File: src/rtl/sliding_median_filter_unit_assert.svh
// assertion macros for the sliding median filter
`ifndef SLIDING_MEDIAN_FILTER_UNIT_ASSERT_SVH
`define SLIDING_MEDIAN_FILTER_UNIT_ASSERT_SVH

// same-cycle implication, sampled on the rising clock edge outside reset
`define SMF_ASSERT_NOW(label, ante, cons, msg) \
    label: assert property (@(posedge clk) disable iff (!rst_n) (ante) |-> (cons)) \
        else $error(msg);

// next-cycle implication
`define SMF_ASSERT_NEXT(label, ante, cons, msg) \
    label: assert property (@(posedge clk) disable iff (!rst_n) (ante) |=> (cons)) \
        else $error(msg);

`endif

File: src/rtl/smf_pkg.sv
`default_nettype none

package smf_pkg;

    localparam int WINDOW_LEN  = 7;
    localparam int SAMPLE_BITS = 16;
    // rank of the median in the sorted window, counting from zero
    localparam int MEDIAN_RANK = WINDOW_LEN / 2;
    localparam int RANK_BITS   = $clog2(WINDOW_LEN);

    typedef logic signed [SAMPLE_BITS-1:0] sample_t;
    typedef sample_t [WINDOW_LEN-1:0]      window_t;
    typedef logic [RANK_BITS-1:0]          rank_t;

endpackage

`default_nettype wire

File: src/rtl/smf_window.sv
`default_nettype none

module smf_window
(
    input  wire logic            clk,
    input  wire logic            rst_n,
    input  wire logic            shift_en,
    input  wire smf_pkg::sample_t sample,
    output smf_pkg::window_t     window
);
    import smf_pkg::*;

    window_t window_reg;
    window_t window_next;

    // entry zero is the oldest sample, the top entry the newest
    always_comb
    begin
        for (int i = 0; i < WINDOW_LEN - 1; i++)
        begin
            window_next[i] = window_reg[i+1];
        end
        window_next[WINDOW_LEN-1] = sample;
    end

    always_ff @(posedge clk or negedge rst_n)
    begin
        if (!rst_n)
        begin
            window_reg <= '0;
        end
        else if (shift_en)
        begin
            window_reg <= window_next;
        end
    end

    assign window = window_reg;

endmodule

`default_nettype wire

File: src/rtl/smf_rank_select.sv
`default_nettype none

module smf_rank_select
(
    input  smf_pkg::window_t window,
    output smf_pkg::sample_t median
);
    import smf_pkg::*;

    logic [WINDOW_LEN-1:0] hit;
    sample_t               pick;

    // rank of entry i: entries strictly below it, plus equal entries at a
    // lower index, so ties get distinct ranks and exactly one entry hits
    always_comb
    begin
        logic [WINDOW_LEN-1:0] below;
        for (int i = 0; i < WINDOW_LEN; i++)
        begin
            for (int j = 0; j < WINDOW_LEN; j++)
            begin
                below[j] = ($signed(window[j]) < $signed(window[i]))
                        || ((j < i) && (window[j] == window[i]));
            end
            hit[i] = (RANK_BITS'($countones(below)) == RANK_BITS'(MEDIAN_RANK));
        end
    end

    // one-hot and-or select
    always_comb
    begin
        pick = '0;
        for (int i = 0; i < WINDOW_LEN; i++)
        begin
            pick = pick | (window[i] & {SAMPLE_BITS{hit[i]}});
        end
    end

    assign median = pick;

endmodule

`default_nettype wire

File: src/rtl/sliding_median_filter_unit.sv
// sliding median filter: each sample beat is shifted into a window of the
// seven most recent samples (signed, 16 bits) and one median beat comes out
// per sample, the fourth-smallest value of the window including the new
// sample; the window resets to zeros, which count like real samples until
// seven samples have arrived. throughput is one sample per clock while
// sample_stall is low. the window register doubles as the input stage, a
// rank-and-select compare network sits between it and the median register,
// and a stall on the median side holds the window and backs up to
// sample_stall only when both stages are full.
`default_nettype none

module sliding_median_filter_unit
(
    input  wire logic            clk,
    input  wire logic            rst_n,
    input  wire logic            sample_valid,
    output logic                 sample_stall,
    input  wire smf_pkg::sample_t sample,
    output logic                 median_valid,
    input  wire logic            median_stall,
    output smf_pkg::sample_t     median
);
    import smf_pkg::*;

    `include "sliding_median_filter_unit_assert.svh"

    // window stage holds a beat whose median is not yet registered
    logic    win_valid_reg;
    logic    win_valid_next;
    logic    out_valid_reg;
    logic    out_valid_next;
    sample_t median_reg;

    logic    in_take;
    logic    out_load;
    window_t window;
    sample_t median_calc;

    // median register can take a new value when empty or being drained
    assign out_load     = !out_valid_reg || !median_stall;
    assign sample_stall = win_valid_reg && !out_load;
    assign in_take      = sample_valid && !sample_stall;

    smf_window u_window
    (
        .clk      (clk),
        .rst_n    (rst_n),
        .shift_en (in_take),
        .sample   (sample),
        .window   (window)
    );

    smf_rank_select u_rank_select
    (
        .window (window),
        .median (median_calc)
    );

    always_comb
    begin
        win_valid_next = win_valid_reg;
        if (in_take)
        begin
            win_valid_next = 1'b1;
        end
        else if (out_load)
        begin
            win_valid_next = 1'b0;
        end
        out_valid_next = out_valid_reg;
        if (out_load)
        begin
            out_valid_next = win_valid_reg;
        end
    end

    always_ff @(posedge clk or negedge rst_n)
    begin
        if (!rst_n)
        begin
            win_valid_reg <= 1'b0;
            out_valid_reg <= 1'b0;
        end
        else
        begin
            win_valid_reg <= win_valid_next;
            out_valid_reg <= out_valid_next;
        end
    end

    // payload, no reset needed
    always_ff @(posedge clk)
    begin
        if (out_load && win_valid_reg)
        begin
            median_reg <= median_calc;
        end
    end

    assign median_valid = out_valid_reg;
    assign median       = median_reg;

    // back-pressure only with both stages occupied
    `SMF_ASSERT_NOW(a_stall_needs_full, sample_stall, win_valid_reg && out_valid_reg, "stall with a free stage")
    // a window beat moving forward shows up as a median beat
    `SMF_ASSERT_NEXT(a_window_to_output, win_valid_reg && out_load, median_valid, "window beat lost")
    // a taken sample is held in the window stage next cycle
    `SMF_ASSERT_NEXT(a_take_fills_window, in_take, win_valid_reg, "sample beat lost")

endmodule

`default_nettype wire
File: config.mk
export PLATFORM = sky130hd
export DESIGN_NAME = sliding_median_filter_unit
export DESIGN_NICKNAME = d
export VERILOG_FILES = /design/src/rtl/smf_pkg.sv /design/src/rtl/smf_window.sv /design/src/rtl/smf_rank_select.sv /design/src/rtl/sliding_median_filter_unit.sv
export VERILOG_INCLUDE_DIRS = /design/src /design/src/rtl
export SDC_FILE = /design/constraint.sdc
export NUM_CORES = 1
export LEC_CHECK = 0
export BUFFER_PORTS_ARGS = -buffer_cell sky130_fd_sc_hd__buf_2
export CORE_MARGIN = 5
export CORE_UTILIZATION = 47
export DETAILED_ROUTE_END_ITERATION = 6
export GPL_ROUTABILITY_DRIVEN = 0
export PLACE_DENSITY_LB_ADDON = 0.3
export SYNTH_ARGS = -nofsm -noshare
export SYNTH_HDL_FRONTEND = slang
export SYNTH_SLANG_ARGS = --single-unit
export TNS_END_PERCENT = 50
File: constraint.sdc
create_clock -name clk -period 14.2 [get_ports clk]
set_input_delay 1.42 -clock clk [delete_from_list [all_inputs] [get_ports clk]]
set_output_delay 1.42 -clock clk [all_outputs]
set_load 0.005 [all_outputs]
# Yosys cells after proc, flatten, opt, wreduce, memory -nomap -nowiden
# Index checks and enable logic that the tools add are counted.
[op_classes] n_addsub=42 order_cmp=49 n_mux=2 bitwise_logic=13 n_reduce_logical=30 eq_ne=28
[op_table] operator="16-bit < comparator" n=49
[op_table] operator="16-bit equality test" n=21
[op_table] operator="16-bit bitwise AND" n=7
[op_table] operator="16-bit bitwise OR" n=6
[op_table] operator="1-bit by 1-bit adder with 2-bit output" n=21
[op_table] operator="3-bit adder" n=13
[op_table] operator="1-bit logical OR" n=22
[op_table] operator="3-bit equality test (second input constant)" n=7
[op_table] operator="3-bit by 1-bit adder with 3-bit output" n=6
[op_table] operator="1-bit zero test" n=4
[op_table] operator="2-bit by 1-bit adder with 3-bit output" n=1
[op_table] operator="2-bit by 2-bit adder with 3-bit output" n=1
[op_table] operator="1-bit logical AND" n=3
[op_table] operator="1-bit two-way mux" n=2
[op_table] operator="2-bit nonzero test" n=1
[word_totals] reg_bits=130 inputBits=20 wordCells=174

# Logic depth before layout (Yosys ltp)
[depth] ltp_word=13 depth_mapped=19 ltp_nobuf=18

# Cells and area by module
# From an unflattened synthesis, not the netlist that was laid out.
[unflattened] hier_cells=1405 hier_area_um2=13768.2
[by_module_without_submodules] module="smf_rank_select" instances=1 area_each_um2=9018.6 cells_per_inst=1145
[by_module_without_submodules] module="smf_window" instances=1 area_each_um2=4176.5 cells_per_inst=236
[by_module_without_submodules] module="sliding_median_filter_unit" instances=1 area_each_um2=573.0 cells_per_inst=24

# Worst setup path after synthesis
# No wires, ideal clock.
[synth_path] path_kind="flip-flop to flip-flop" start="register u_window.window_reg, in the netlist u_window.window[1]" end="register median_reg[9] (netlist: median[9]), data pin" t_arrival_ps=4623 n_path_buf=1 required_ps=14064 path_slack_ps=9442 stages_incl_launch_ff=17 cell_sequence="dfrtp_1 > inv_1 > ha_1 > nor2b_4 > o211ai_2 > a2111oi_1 > or4_4 > mux2_4 > ha_1 > fa_1 > inv_1 > fa_1 > fa_1 > nor3b_1 > clkbuf_1 > a222oi_1 > nand3_1"
[synth_via] elab_chain_len=13
[synth_rtl] element="from (decl)" line_no="smf_window.sv:13" text="window_t window_reg;"
[synth_rtl] element="from (signal assigned)" line_no="smf_window.sv:34" text="window_reg <= window_next;"
[synth_rtl] element="16-bit < comparator / 16-bit equality test (equally long branches)" line_no="smf_rank_select.sv:22, smf_rank_select.sv:23"
[synth_rtl] element="1-bit logical OR" line_no="smf_rank_select.sv:23" text="|| ((j < i) && (window[j] == window[i]));"
[synth_rtl] element="1-bit by 1-bit adder with 2-bit output (not written as such)" line_no="smf_rank_select.sv:25" text="hit[i] = (RANK_BITS'($countones(below)) == RANK_BITS'(MEDIAN_RANK));"
[synth_rtl] element="3-bit adder (not written as such) (2 in series)" line_no="smf_rank_select.sv:25"
[synth_rtl] element="3-bit equality test" line_no="smf_rank_select.sv:25"
[synth_rtl] element="16-bit bitwise AND" line_no="smf_rank_select.sv:35" text="pick = pick | (window[i] & {SAMPLE_BITS{hit[i]}});"
[synth_rtl] element="16-bit bitwise OR (5 in series)" line_no="smf_rank_select.sv:35"
[synth_rtl] element="16-bit bitwise OR (*)" line_no="smf_rank_select.sv:35"
[synth_rtl] element="via median_calc[9]" line_no="sliding_median_filter_unit.sv:37" text="sample_t median_calc;"
[synth_rtl] element="to (signal assigned)" line_no="sliding_median_filter_unit.sv:96" text="median_reg <= median_calc;"
[synth_rtl] element="to (decl)" line_no="sliding_median_filter_unit.sv:32" text="sample_t median_reg;"
# Mark *: on every way through the listed nets, which the timed path passes. The rest lies on a longest branch.
# A chain may end at the register's enable or synchronous reset.

# Final worst setup path
[layout_path] start="register u_window.window_reg, in the netlist u_window.window[108]" end="register median_reg[8] (netlist: median[8]), data pin"
[layout_via] elab_chain_len=11
[layout_rtl] element="16-bit < comparator" line_no="smf_rank_select.sv:22" text="below[j] = ($signed(window[j]) < $signed(window[i]))"
[layout_rtl] element="3-bit by 1-bit adder with 3-bit output (not written as such)" line_no="smf_rank_select.sv:25"
[layout_rtl] element="3-bit adder (not written as such)" line_no="smf_rank_select.sv:25"
[layout_rtl] element="3-bit equality test" line_no="smf_rank_select.sv:25"
[layout_rtl] element="16-bit bitwise AND" line_no="smf_rank_select.sv:35"
[layout_rtl] element="16-bit bitwise OR (5 in series)" line_no="smf_rank_select.sv:35"
[layout_rtl] element="16-bit bitwise OR (*)" line_no="smf_rank_select.sv:35"
[layout_rtl] element="via median_calc[8]" line_no="sliding_median_filter_unit.sv:37"
# Marked as above.

==> impl_metrics.yaml <==
run_status:
  status: "complete, no violations"
place:
  portBuffers: 37
  placedCellCount: 1874
  placed_area_um2: 14600
  dpl.hpwl_um: 39400
worst_setup_path:
  r2r_start: "u_window.window[108]"
  r2r.worst_path.cells: 14
  cp-startpoint: "u_window.window[108]"
  slowest_delay_ps: 1000
  critPathMaxFanout: 16
  r2r_setup_slack_ps: 8290
  path_buf_inv: 1
  arrival_ps: 6210
  start_kind: "flop"
  crit_top_cell: "fa_1"
  cp.depth: 14
  crit_type: "reg2reg"
  critPathCaptureType: "flop"
  crit_family: "simple AND/OR/NAND/NOR gates"
  path_cells: "ha_1 -> nand4_1 -> nor3_1 -> a21boi_0 -> nor4_1 -> mux2i_1 -> ha_1 -> fa_1 -> inv_1 -> fa_1 -> fa_1 -> nor3b_4 -> a222oi_1 -> nand3_1"
  r2r_end: "median[8]"
  crit_slowest_cell: "nor3b_4"
  crit_end: "median[8]"
  critical_path_required_ps: 14500
final_layout:
  area.growth.synth_to_final_pct: 8.90
  fill_cells: 2737
  final_cells: 1906
  drive_gt1_frac: 0.0943
  design_area_um2: 15200
  fin_nets: 1897
  largest_reg_flops: 112
  n_antenna_cell: 0
drt:
  wirelength_um: 50700
  remaining_drc_errors: 0
  postRouteAntennaNets: 0
  dr.pass1.iters: 6
  drtIter0Drc: 1691
  wl_per_cell_um: 26.6
  via_count: 12600
  vias_per_cell: 6.62
grt:
  grt.overflow.total: 0
  antenna_found_initial: 2
  grt_pass1_vias: 12300
  track_usage: 0.302
  grt_start_max_net_pins: 108
  use_met1: 0.402
  busiest_layer: "met2"
  grt_pass1_wl_um: 75400
  grt_use_met3: 0.0568
  use_met2: 0.459
die:
  num_rows: 63
  die_y_um: 182
  io-pin-count: 38
  coreArea_um2: 29500
  initial_core_util: 0.472
  dieArea_um2: 33200
  die_w_um: 182
cts:
  ctsResizeCount: 0
  cts_root_buf: "clkbuf_16"
  post_cts_buffers: 0
  cts_hold_buf: 0
  numCtsBuffers: 17
  clk_latency_ps: 450
  htreeDepth: 4
  clockBufferDepth: 2
  clk_pin_slew_ps: 60
  cts.sink_count: 130
  cts_tree: "built"
logic_synthesis:
  synth_edf_count: 16
  yosysWarnings: 0
  ys_seq_area_frac: 0.239
  ys_types: 55
  ys_ff_latch: 130
  async_reset_ff_frac: 0.877
  syn-cell-area_um2: 13900
  synthCells: 1472
  synthesis.nets: 1866
  synth_ff_type: "dfrtp_1"
  syn-mean-instance-area_um2: 9.46
timing:
  maxSlewViolCount: 0
  fin_skew_ps: 18.3
  final.setup.tns_ps: 0
  maxSlewHeadroom: 0.181
  layout_min_cycle_time_ps: 5910
  finalHoldViolCount: 0
  min_period_over_period: 0.416
  rsz0062_at_grt: "no"
  fmax_ghz: 0.169
  setup_viol: 0
  worst_pin_slew_ps: 1230
min_path:
  hp-class: "reg2reg"
run:
  maxCapViolations: 0
-- layout by cell type, fill, tap and decap left out, drive strengths merged, types with 39 or more instances in the layout --
master	n
a21oi	118
buf	40
nand3	50
o21ai	91
inv	137
ha	358
nand2	121
a21o	39
mux2	39
nand4	75
dfrtp	114
-- per-stage QoR --
| stage | hold WS [ps] | worst slack (ps) | utilization |
|---|---|---|---|
| final | 473 | 8290 | 0.515 |
| after global routing | 509 | 8250 | 0.515 |
| after CTS | 480 | 8510 | 0.515 |
| after detailed placement | 467 | 8520 | 0.494 |
| after global placement | 449 | 8570 | 0.494 |
| after floorplan | 443 | 9440 | - |
-- worst min-delay path by stage --
stage	endpoint	slack, ps	from	cells after the start
final	median_valid	470	win_valid_reg	1
after global routing	median_valid	510	win_valid_reg	1
after CTS	median_valid	480	win_valid_reg	1
after detailed placement	median_valid	470	win_valid_reg	1
after global placement	median_valid	450	win_valid_reg	1
after floorplan	median_valid	440	win_valid_reg	1
-- area by class of cell --
| class | instances | area, um^2 | share of cell area |
|---|---|---|---|
| clock buffer | 20 | 489 | 0.0323 |
| inverter | 132 | 495 | 0.0327 |
| sequential | 130 | 3330 | 0.220 |
| tap | 390 | 488 | 0.0322 |
| timing repair buffer | 40 | 210 | 0.0139 |
| clock inverter | 12 | 115 | 0.00759 |
| multi-input combinational | 1182 | 10000 | 0.662 |
-- Yosys cell counts (3+ instances only) --
cell       count  area share
or4b_4         3      0.0030
o211ai_1      15      0.0081
nor2b_1       17      0.0076
nand2_1      121       0.033
a31oi_1        3      0.0013
mux2i_1       29       0.021
nor3b_2        5      0.0045
xnor2_1        6      0.0038
edfxtp_1      16       0.034
buf_2         11      0.0040
nor3_1        12      0.0043
clkbuf_1      17      0.0046
a22oi_1       32       0.017
a21boi_0       7      0.0038
mux2_2        31       0.025
o41ai_1        3      0.0019
a222oi_1      16       0.011
dfrtp_1      114        0.20
nand3_1       50       0.018
or4_4          4      0.0032
nor2_1        10      0.0027
a21oi_1      118       0.042
o21bai_1       9      0.0049
o21ai_0       91       0.033
or2_2          6      0.0027
mux2_4         7      0.0075
and4_1         9      0.0057
ha_1         358        0.32
nor2b_4        4      0.0040
a2111oi_1      4      0.0029
o211ai_2       5      0.0045
a211oi_1      14      0.0075
nand4_1       75       0.034
a21o_1        39       0.021
inv_1        132       0.036
a2111oi_0      6      0.0038
nand2b_1      17      0.0076
nor4_1        18      0.0081
fa_1          16       0.023
-- per-layer routing --
layer	wire, um	vias to the layer above
li1	-	5644
met1	19800	5932
met2	21700	816
met3	5450	225
met4	3700	4
met5	22	-
-- logic make-up after synthesis --
logic type | share of synthesized area
simple gates | 0.141
flops | 0.239
fa+ha+maj | 0.345
mux | 0.0543
buf+inv | 0.0441
xor+xnor | 0.00377
compound gates | 0.173
Power is not shown: default switching activity piles up to over one toggle a cycle in this logic, so the estimate is an artifact.
